### config.mk
export PLATFORM = sky130hd
export DESIGN_NAME = hopalong_attractor_point_generator
export DESIGN_NICKNAME = d
export VERILOG_FILES = /design/src/hw/rtl/hapg_pkg.sv /design/src/hw/rtl/hapg_isqrt.sv /design/src/hw/rtl/hopalong_attractor_point_generator.sv
export SDC_FILE = /design/constraint.sdc
export NUM_CORES = 2
export LEC_CHECK = 0
export BUFFER_PORTS_ARGS = -buffer_cell sky130_fd_sc_hd__buf_2
export CAP_MARGIN = 20
export CORE_ASPECT_RATIO = 1.25
export CORE_UTILIZATION = 36
export CTS_CLUSTER_SIZE = 30
export DETAILED_ROUTE_END_ITERATION = 10
export PLACE_DENSITY = 0.63
export SLEW_MARGIN = 10
export SYNTH_ARGS = -nofsm -noshare
export SYNTH_HDL_FRONTEND = slang
export SYNTH_SLANG_ARGS = --single-unit
### constraint.sdc
create_clock -name clock -period 8 [get_ports clock]
set_input_delay 1.6 -clock clock [delete_from_list [all_inputs] [get_ports clock]]
set_output_delay 1.6 -clock clock [all_outputs]
set_load 0.05 [all_outputs]
### src/hw/rtl/hapg_pkg.sv
// shared types, constants and the microcode program of the hopalong point generator
// used by hapg_isqrt and hopalong_attractor_point_generator; no dependencies
`default_nettype none

package hapg_pkg;

   localparam int ScreenWidthDefault  = 1000;
   localparam int ScreenHeightDefault = 650;

   // 1.0 in Q16.16
   localparam logic signed [31:0] ONE_Q16 = 32'sd65536;

   localparam logic signed [31:0] RESET_COEF_A      = 32'sd54510;
   localparam logic signed [31:0] RESET_COEF_B      = 32'sd868165;
   localparam logic signed [31:0] RESET_COEF_C      = 32'sd725541;
   localparam logic [3:0]         RESET_PIXEL_SCALE = 4'd1;

   // configuration register indexes
   localparam logic [1:0] CSR_COEF_A      = 2'd0;
   localparam logic [1:0] CSR_COEF_B      = 2'd1;
   localparam logic [1:0] CSR_COEF_C      = 2'd2;
   localparam logic [1:0] CSR_PIXEL_SCALE = 2'd3;

   localparam int RadW  = 64;
   localparam int RootW = 32;
   localparam int IterW = 5;

   typedef enum logic [2:0] {
      OP_WAIT,
      OP_MUL,
      OP_RAD,
      OP_SQRT,
      OP_XUPD,
      OP_LOADONE,
      OP_PIXM,
      OP_EMIT
   } op_type;

   typedef enum logic [2:0] {
      CND_NEVER,
      CND_ALWAYS,
      CND_NO_REQ,
      CND_RESTART,
      CND_ITER_LEFT,
      CND_RSP_BUSY
   } cond_type;

   typedef logic [2:0] pc_type;

   localparam pc_type PC_WAIT    = 3'd0;
   localparam pc_type PC_MUL     = 3'd1;
   localparam pc_type PC_RAD     = 3'd2;
   localparam pc_type PC_SQRT    = 3'd3;
   localparam pc_type PC_XUPD    = 3'd4;
   localparam pc_type PC_LOADONE = 3'd5;
   localparam pc_type PC_PIXM    = 3'd6;
   localparam pc_type PC_EMIT    = 3'd7;

   // hold: stay on this step; jump: go to target; otherwise fall through
   typedef struct packed {
      op_type   op;
      cond_type hold;
      cond_type jump;
      pc_type   target;
   } ctrl_word_type;

   typedef struct packed {
      logic load;
      logic step;
   } sqrt_ctrl_type;

   function automatic ctrl_word_type ucode_rom(pc_type pc);
      ctrl_word_type w;
      unique case (pc)
         PC_WAIT:    w = '{OP_WAIT,    CND_NO_REQ,    CND_RESTART, PC_LOADONE};
         PC_MUL:     w = '{OP_MUL,     CND_NEVER,     CND_NEVER,   PC_WAIT};
         PC_RAD:     w = '{OP_RAD,     CND_NEVER,     CND_NEVER,   PC_WAIT};
         PC_SQRT:    w = '{OP_SQRT,    CND_ITER_LEFT, CND_NEVER,   PC_WAIT};
         PC_XUPD:    w = '{OP_XUPD,    CND_NEVER,     CND_ALWAYS,  PC_PIXM};
         PC_LOADONE: w = '{OP_LOADONE, CND_NEVER,     CND_NEVER,   PC_WAIT};
         PC_PIXM:    w = '{OP_PIXM,    CND_NEVER,     CND_NEVER,   PC_WAIT};
         PC_EMIT:    w = '{OP_EMIT,    CND_RSP_BUSY,  CND_ALWAYS,  PC_WAIT};
         default:    w = '{OP_WAIT,    CND_NO_REQ,    CND_RESTART, PC_LOADONE};
      endcase
      return w;
   endfunction

   function automatic logic signed [31:0] sat32(logic signed [34:0] v);
      logic signed [31:0] r;
      if (v > 35'sh0_7FFF_FFFF) begin
         r = 32'sh7FFF_FFFF;
      end else if (v < -35'sh0_8000_0000) begin
         r = -32'sh8000_0000;
      end else begin
         r = v[31:0];
      end
      return r;
   endfunction

endpackage

`default_nettype wire

### src/hw/rtl/hapg_isqrt.sv
// bit-serial integer square root, one root bit per step over a 64-bit radicand
// depends on hapg_pkg for widths and the control struct
`default_nettype none

module hapg_isqrt (
   input  wire logic                      clock,
   input  wire logic                      reset,
   input  wire hapg_pkg::sqrt_ctrl_type   ctrl,
   input  wire logic [hapg_pkg::RadW-1:0] radicand,
   output logic [hapg_pkg::RootW-1:0]     root,
   output logic                           iter_left
);

   localparam int RemW = hapg_pkg::RootW + 2;

   logic [hapg_pkg::RadW-1:0]  rad_ff,  rad_in;
   logic [RemW-1:0]            rem_ff,  rem_in;
   logic [hapg_pkg::RootW-1:0] root_ff, root_in;
   logic [hapg_pkg::IterW-1:0] cnt_ff,  cnt_in;

   logic [RemW+1:0] rem_sh;
   logic [RemW+1:0] trial;
   logic [RemW+1:0] diff;
   logic            fits;

   always_comb begin
      rem_sh = {rem_ff, rad_ff[hapg_pkg::RadW-1 -: 2]};
      trial  = {2'b00, root_ff, 2'b01};
      diff   = rem_sh - trial;
      fits   = (rem_sh >= trial);

      rad_in  = rad_ff;
      rem_in  = rem_ff;
      root_in = root_ff;
      cnt_in  = cnt_ff;
      if (ctrl.load) begin
         rad_in  = radicand;
         rem_in  = '0;
         root_in = '0;
         cnt_in  = '1;
      end else if (ctrl.step) begin
         rad_in  = {rad_ff[hapg_pkg::RadW-3:0], 2'b00};
         rem_in  = fits ? diff[RemW-1:0] : rem_sh[RemW-1:0];
         root_in = {root_ff[hapg_pkg::RootW-2:0], fits};
         cnt_in  = cnt_ff - 1'b1;
      end
   end

   always_ff @(posedge clock) begin
      if (reset) begin
         cnt_ff <= '0;
      end else begin
         cnt_ff <= cnt_in;
      end
   end

   always_ff @(posedge clock) begin
      rad_ff  <= rad_in;
      rem_ff  <= rem_in;
      root_ff <= root_in;
   end

   assign root      = root_ff;
   assign iter_left = (cnt_ff != '0);

endmodule

`default_nettype wire

### src/hw/rtl/hopalong_attractor_point_generator.sv
// hopalong attractor point generator: microcoded sequencer over a multiply/add datapath
// step item: multiply, radicand load, the 32-step bit-serial square root, point update,
// pixel multiply, emit; restart item: point load to (1.0, 1.0), pixel multiply, emit
// emit holds while the previous result is stalled; no item is taken until the result is loaded
// reset: point (1.0, 1.0), coefficients to their defaults, sequencer waits for an item
// depends on hapg_pkg and hapg_isqrt
`default_nettype none

module hopalong_attractor_point_generator #(
   parameter int SCREEN_WIDTH  = hapg_pkg::ScreenWidthDefault,
   parameter int SCREEN_HEIGHT = hapg_pkg::ScreenHeightDefault
) (
   input  wire logic               clock,
   input  wire logic               reset,
   input  wire logic               req_valid,
   output logic                    req_stall,
   input  wire logic               req_restart,
   output logic                    rsp_valid,
   input  wire logic               rsp_stall,
   output logic signed [31:0]      rsp_point_x,
   output logic signed [31:0]      rsp_point_y,
   output logic [10:0]             rsp_pixel_col,
   output logic [10:0]             rsp_pixel_row,
   output logic                    rsp_on_screen,
   input  wire logic               csr_valid,
   output logic                    csr_ready,
   input  wire logic [1:0]         csr_index,
   input  wire logic [31:0]        csr_data
);

   localparam logic signed [21:0] EXT_W  = 22'(SCREEN_WIDTH);
   localparam logic signed [21:0] EXT_H  = 22'(SCREEN_HEIGHT);
   localparam logic signed [21:0] HALF_W = 22'(SCREEN_WIDTH / 2);
   localparam logic signed [21:0] HALF_H = 22'(SCREEN_HEIGHT / 2);

   // configuration
   logic signed [31:0] coef_a_ff, coef_b_ff, coef_c_ff;
   logic [3:0]         scale_ff;

   // sequencer
   hapg_pkg::pc_type        pc_ff, pc_in;
   hapg_pkg::ctrl_word_type word;
   logic                    hold_hit, jump_hit;

   // datapath
   logic signed [31:0] x_ff, x_in, y_ff, y_in;
   logic signed [63:0] prod_ff;
   logic signed [31:0] ny_ff;
   logic signed [36:0] pxp_ff, pyp_ff;

   logic                    rsp_valid_ff, rsp_valid_in;
   logic signed [31:0]      out_x_ff, out_y_ff;
   logic [10:0]             out_col_ff, out_row_ff;
   logic                    out_on_ff;

   logic                    rsp_busy;
   hapg_pkg::sqrt_ctrl_type sq_ctrl;
   logic [63:0]             sq_rad;
   logic [31:0]             sq_root;
   logic                    sq_iter_left;

   logic signed [49:0] t_val;
   logic [49:0]        t_mag;
   logic signed [34:0] nx_val;
   logic signed [33:0] ny_val;
   logic signed [21:0] col_val, row_val;
   logic               on_x, on_y;

   function automatic logic cond_hit(hapg_pkg::cond_type c, logic no_req, logic restart,
                                     logic iter, logic busy);
      logic r;
      unique case (c)
         hapg_pkg::CND_NEVER:     r = 1'b0;
         hapg_pkg::CND_ALWAYS:    r = 1'b1;
         hapg_pkg::CND_NO_REQ:    r = no_req;
         hapg_pkg::CND_RESTART:   r = restart;
         hapg_pkg::CND_ITER_LEFT: r = iter;
         hapg_pkg::CND_RSP_BUSY:  r = busy;
         default:                 r = 1'b0;
      endcase
      return r;
   endfunction

   hapg_isqrt u_isqrt (
      .clock     (clock),
      .reset     (reset),
      .ctrl      (sq_ctrl),
      .radicand  (sq_rad),
      .root      (sq_root),
      .iter_left (sq_iter_left)
   );

   always_comb begin
      word      = hapg_pkg::ucode_rom(pc_ff);
      rsp_busy  = rsp_valid_ff & rsp_stall;
      hold_hit  = cond_hit(word.hold, !req_valid, req_restart, sq_iter_left, rsp_busy);
      jump_hit  = cond_hit(word.jump, !req_valid, req_restart, sq_iter_left, rsp_busy);
      if (hold_hit) begin
         pc_in = pc_ff;
      end else if (jump_hit) begin
         pc_in = word.target;
      end else begin
         pc_in = pc_ff + 1'b1;
      end
      req_stall = (word.op != hapg_pkg::OP_WAIT);
   end

   // radicand |floor(b*x) - 1 - c| scaled by 2^16; its magnitude stays below 2^48
   always_comb begin
      t_val = 50'($signed(prod_ff[63:16])) - 50'(hapg_pkg::ONE_Q16) - 50'(coef_c_ff);
      t_mag = t_val[49] ? 50'(-t_val) : 50'(t_val);
      sq_rad = {t_mag[47:0], 16'h0000};
      sq_ctrl.load = (word.op == hapg_pkg::OP_RAD);
      sq_ctrl.step = (word.op == hapg_pkg::OP_SQRT);
   end

   always_comb begin
      nx_val = 35'(y_ff) - 35'(hapg_pkg::ONE_Q16);
      if (x_ff > hapg_pkg::ONE_Q16) begin
         nx_val = nx_val - 35'(sq_root);
      end else if (x_ff < hapg_pkg::ONE_Q16) begin
         nx_val = nx_val + 35'(sq_root);
      end
      ny_val = 34'(coef_a_ff) - 34'(x_ff) - 34'(hapg_pkg::ONE_Q16);

      x_in = x_ff;
      y_in = y_ff;
      if (word.op == hapg_pkg::OP_XUPD) begin
         x_in = hapg_pkg::sat32(nx_val);
         y_in = ny_ff;
      end else if (word.op == hapg_pkg::OP_LOADONE) begin
         x_in = hapg_pkg::ONE_Q16;
         y_in = hapg_pkg::ONE_Q16;
      end
   end

   // floor(v*scale) + extent/2, checked against the screen
   always_comb begin
      col_val = 22'($signed(pxp_ff[36:16])) + HALF_W;
      row_val = 22'($signed(pyp_ff[36:16])) + HALF_H;
      on_x    = !col_val[21] && (col_val < EXT_W);
      on_y    = !row_val[21] && (row_val < EXT_H);
      rsp_valid_in = rsp_valid_ff & rsp_stall;
      if (word.op == hapg_pkg::OP_EMIT && !rsp_busy) begin
         rsp_valid_in = 1'b1;
      end
   end

   always_ff @(posedge clock) begin
      if (reset) begin
         pc_ff        <= hapg_pkg::PC_WAIT;
         rsp_valid_ff <= 1'b0;
         x_ff         <= hapg_pkg::ONE_Q16;
         y_ff         <= hapg_pkg::ONE_Q16;
         coef_a_ff    <= hapg_pkg::RESET_COEF_A;
         coef_b_ff    <= hapg_pkg::RESET_COEF_B;
         coef_c_ff    <= hapg_pkg::RESET_COEF_C;
         scale_ff     <= hapg_pkg::RESET_PIXEL_SCALE;
      end else begin
         pc_ff        <= pc_in;
         rsp_valid_ff <= rsp_valid_in;
         x_ff         <= x_in;
         y_ff         <= y_in;
         if (csr_valid && csr_ready) begin
            unique case (csr_index)
               hapg_pkg::CSR_COEF_A:      coef_a_ff <= csr_data;
               hapg_pkg::CSR_COEF_B:      coef_b_ff <= csr_data;
               hapg_pkg::CSR_COEF_C:      coef_c_ff <= csr_data;
               hapg_pkg::CSR_PIXEL_SCALE: scale_ff  <= csr_data[3:0];
               default: ;
            endcase
         end
      end
   end

   always_ff @(posedge clock) begin
      unique case (word.op)
         hapg_pkg::OP_MUL: begin
            prod_ff <= coef_b_ff * x_ff;
            ny_ff   <= hapg_pkg::sat32(35'(ny_val));
         end
         hapg_pkg::OP_PIXM: begin
            pxp_ff <= 37'(x_ff) * $signed({1'b0, scale_ff});
            pyp_ff <= 37'(y_ff) * $signed({1'b0, scale_ff});
         end
         hapg_pkg::OP_EMIT: begin
            if (!rsp_busy) begin
               out_x_ff   <= x_ff;
               out_y_ff   <= y_ff;
               out_col_ff <= (on_x && on_y) ? col_val[10:0] : 11'd0;
               out_row_ff <= (on_x && on_y) ? row_val[10:0] : 11'd0;
               out_on_ff  <= on_x && on_y;
            end
         end
         default: ;
      endcase
   end

   assign csr_ready     = 1'b1;
   assign rsp_valid     = rsp_valid_ff;
   assign rsp_point_x   = out_x_ff;
   assign rsp_point_y   = out_y_ff;
   assign rsp_pixel_col = out_col_ff;
   assign rsp_pixel_row = out_row_ff;
   assign rsp_on_screen = out_on_ff;

endmodule

`default_nettype wire

==> impl_metrics.ini <==
[timing]
period_needed_ps = 7790
hold_viol = 0
rsz0062_at_grt = yes
fin_crit_sh_pct = 97.4
fmax_ghz = 0.128
setup_viol = 0
maxSlewViolCount = 0
fin_setup_tns_ps = 0
clock_skew_ps = 34.5
worstMarginPinSlew_ps = 1080
maxSlewHeadroom_pct = 26.7

[grt]
grt_pass1_vias = 63000
grt_pass1_wl_um = 366000
antenna_found_initial = 20
grt_start_max_net_pins = 88
overflow = 0
grt_use_total_pct = 22.8

[die]
rows = 186
design.core.area_um2 = 206000
io_pins = 130
die_w_um = 409
fp.dieArea_um2 = 209000
start_util_pct = 36.2
die_h_um = 511

[cells_and_area]
fillCellCount = 20400
layout.nets = 10400
top_regs = prod_ff (48), u_isqrt.rad_ff (48), u_isqrt.rem_ff (34)
drive_above_1_share_pct = 9.82
multi_input_area_um2 = 54800
seq_area_um2 = 12800
areaGrowthSynthToFinish_pct = 12.4

[route]
drc = 0
drt_iter0_drc = 3525
wire_per_inst_um = 20.8
ant_nets = 0
via_per_inst = 5.15
routed_wl_um = 237000
drt-pass1-iter-count = 7
route.vias.total = 58600

[synth]
synth_area_leaders = fa_1 33%, edfxtp_1 10%, ha_1 9.9%, inv_1 7.8%, dfxtp_1 6.7%
synthArstFlopShare_pct = 0
synth_top_area_share_pct = 32.6
ys_warn_count = 0
synth_edf_count = 257
yosysSeqAreaShare_pct = 17.0
yosysTopAreaCell = fa_1
synth_area_um2 = 74600
syn_area_per_cell_um2 = 8.90
yosys_register_bits = 505
netlist_instances = 8374
synth_cell_types = 98
ys.flop_type = edfxtp_1

[clock_network]
cts_hold_buf = 0
clockBufferDepth = 3
cts.sinks = 505
clkLatencyLatePin_ps = 680
cts_root_buf = clkbuf_16
clk_transition_reported_paths_ps = 70
cts_tree = yes
cts_buffers = 68
htreeDepth = 3

[job]
drv_cap = 0

[setup_path]
critical-path-slowest-cell = a2111o_1
r2r_cells = 30
crit_path_end_kind = register
critPathMaxFanout = 9
startpoint_type = register
crit_type = register to register
cp.required_ps = 8410
r2r_setup_slack_ps = 210
slowest_delay_ps = 580
r2r_start = x_ff[10]
r2r-end = prod_ff[63]
critPathMostFrequentCell = fa_1
cp.arrival_ps = 8200

[worst_hold_path]
hp-start = coef_c_ff[11]
hold_depth = 2
min_to = coef_c_ff[11]
hp-class = register to register

[placement]
dp_hpwl_um = 192000
place_congestion = 0.961
io_buffers = 128

[status]
status = finished, final reports clean
-- cells in the mapped netlist (14+ instances only) --
master,count
and3_1,18
o21ai_0,296
dfxtp_1,248
edfxtp_1,257
a211oi_1,27
a2111oi_0,14
o22ai_1,24
xor2_1,101
a31oi_1,42
nor4_1,22
fa_1,1213
nand2b_1,52
inv_1,1557
nand4_1,32
o21bai_1,49
nand2_1,1043
or3_1,22
a21o_1,127
nor2b_1,44
nor2_1,333
nor3b_1,42
o21a_1,44
mux2i_1,26
and2_1,703
nand3b_1,40
ha_1,588
or2_2,17
clkbuf_1,406
nor3_1,82
o211ai_1,21
a21oi_1,409
nand3_1,91
xnor2_1,156
-- cell type report --
| class | instances | area share, % |
|---|---|---|
| clock inverters | 33 | 0.406 |
| clock buffers | 89 | 2.30 |
| flip-flops and latches | 505 | 15.2 |
| well taps | 2726 | 4.07 |
| inverters | 1558 | 6.98 |
| diodes | 13 | 0.0388 |
| multi-input cells | 5891 | 65.3 |
| repair buffers | 561 | 5.64 |
-- cells by family (layout without fill, tap and decap cells) --
family	after synthesis	after routing	share of synthesized area (%)
and+or+nand+nor	2581	2581	17.0
buffers and inverters	1979	2241	9.98
adders and majority gates	1801	1801	42.4
AOI/OAI and AO/OA	1220	1220	10.1
DFF	505	505	17.0
xor gates and xnor gates	257	257	3.02
muxes	29	29	0.394
other	2	16	0.0101
-- how the worst max path moves through the flow --
stage | from | end | slack [ps] | cells after the start
floorplan | x_ff[2] | prod_ff[63] | 20 | 29
global placement | x_ff[3] | prod_ff[59] | -130 | 29
detailed placement | x_ff[31] | prod_ff[59] | -140 | 26
CTS | x_ff[4] | prod_ff[63] | 1 | 30
global route | x_ff[10] | prod_ff[63] | -40 | 30
finish | x_ff[10] | prod_ff[63] | 210 | 30
-- critical path, delay by kind of cell (launching register included) --
kind                       cells  cell delay (ps)
and+or+nand+nor                4              470
adders and majority gates      9             3930
AOI/OAI and AO/OA              7             1600
buffers and inverters          9             1050
DFF                            1              340
xor gates and xnor gates       1              120
-- metal layers --
layer  global-route usage [%]  vias to the layer above  wire (um)
met5                        0                        -         88
met4                     13.0                       14      15900
met3                     3.20                      568      13700
met2                     40.7                     1679     119000
met1                     25.7                    29700      88500
li1                         -                    26700          -
-- placed cells by master, fill, tap and decap left out, types with 51 or more instances in the layout --
master / Yosys / final
buf_12: 0 / 51
buf_4: 1 / 349
nand3_1: 91 / 91
o21ai_0: 296 / 292
nor2_1: 333 / 326
xnor2_1: 156 / 156
dfxtp_1: 248 / 210
fa_1: 1213 / 1192
buf_2: 7 / 127
nand2_1: 1043 / 1036
nor3_1: 82 / 80
and2_1: 703 / 700
edfxtp_1: 257 / 257
xor2_1: 101 / 101
a21oi_1: 409 / 401
a21o_1: 127 / 127
inv_1: 1557 / 1544
clkbuf_16: 0 / 73
ha_1: 588 / 585
-- what timing repair did --
action | CTS | global route
endpoints found under the setup margin | 6 | 13
pin swaps | 3 | 54
hold endpoints to repair | 0 | 0
gates cloned | 0 | 2
resized for setup | 14 | 153
setup buffers | 0 | 24
-- stage by stage --
stage	instance area (um^2)	cells	util (%)	hold WS [ps]	setup slack [ps]
finish	83800	11400	40.8	458	206
global route	83800	11400	40.7	472	-35.8
CTS	83000	11300	40.4	457	1.39
detailed placement	80700	11200	39.2	449	-137
global placement	80700	11200	39.2	445	-129
floorplan	74600	8375	-	406	21.3
Power is left out: the tool's default activity adds up to more than one toggle a clock period on the data nets, which glitch-free logic cannot reach.
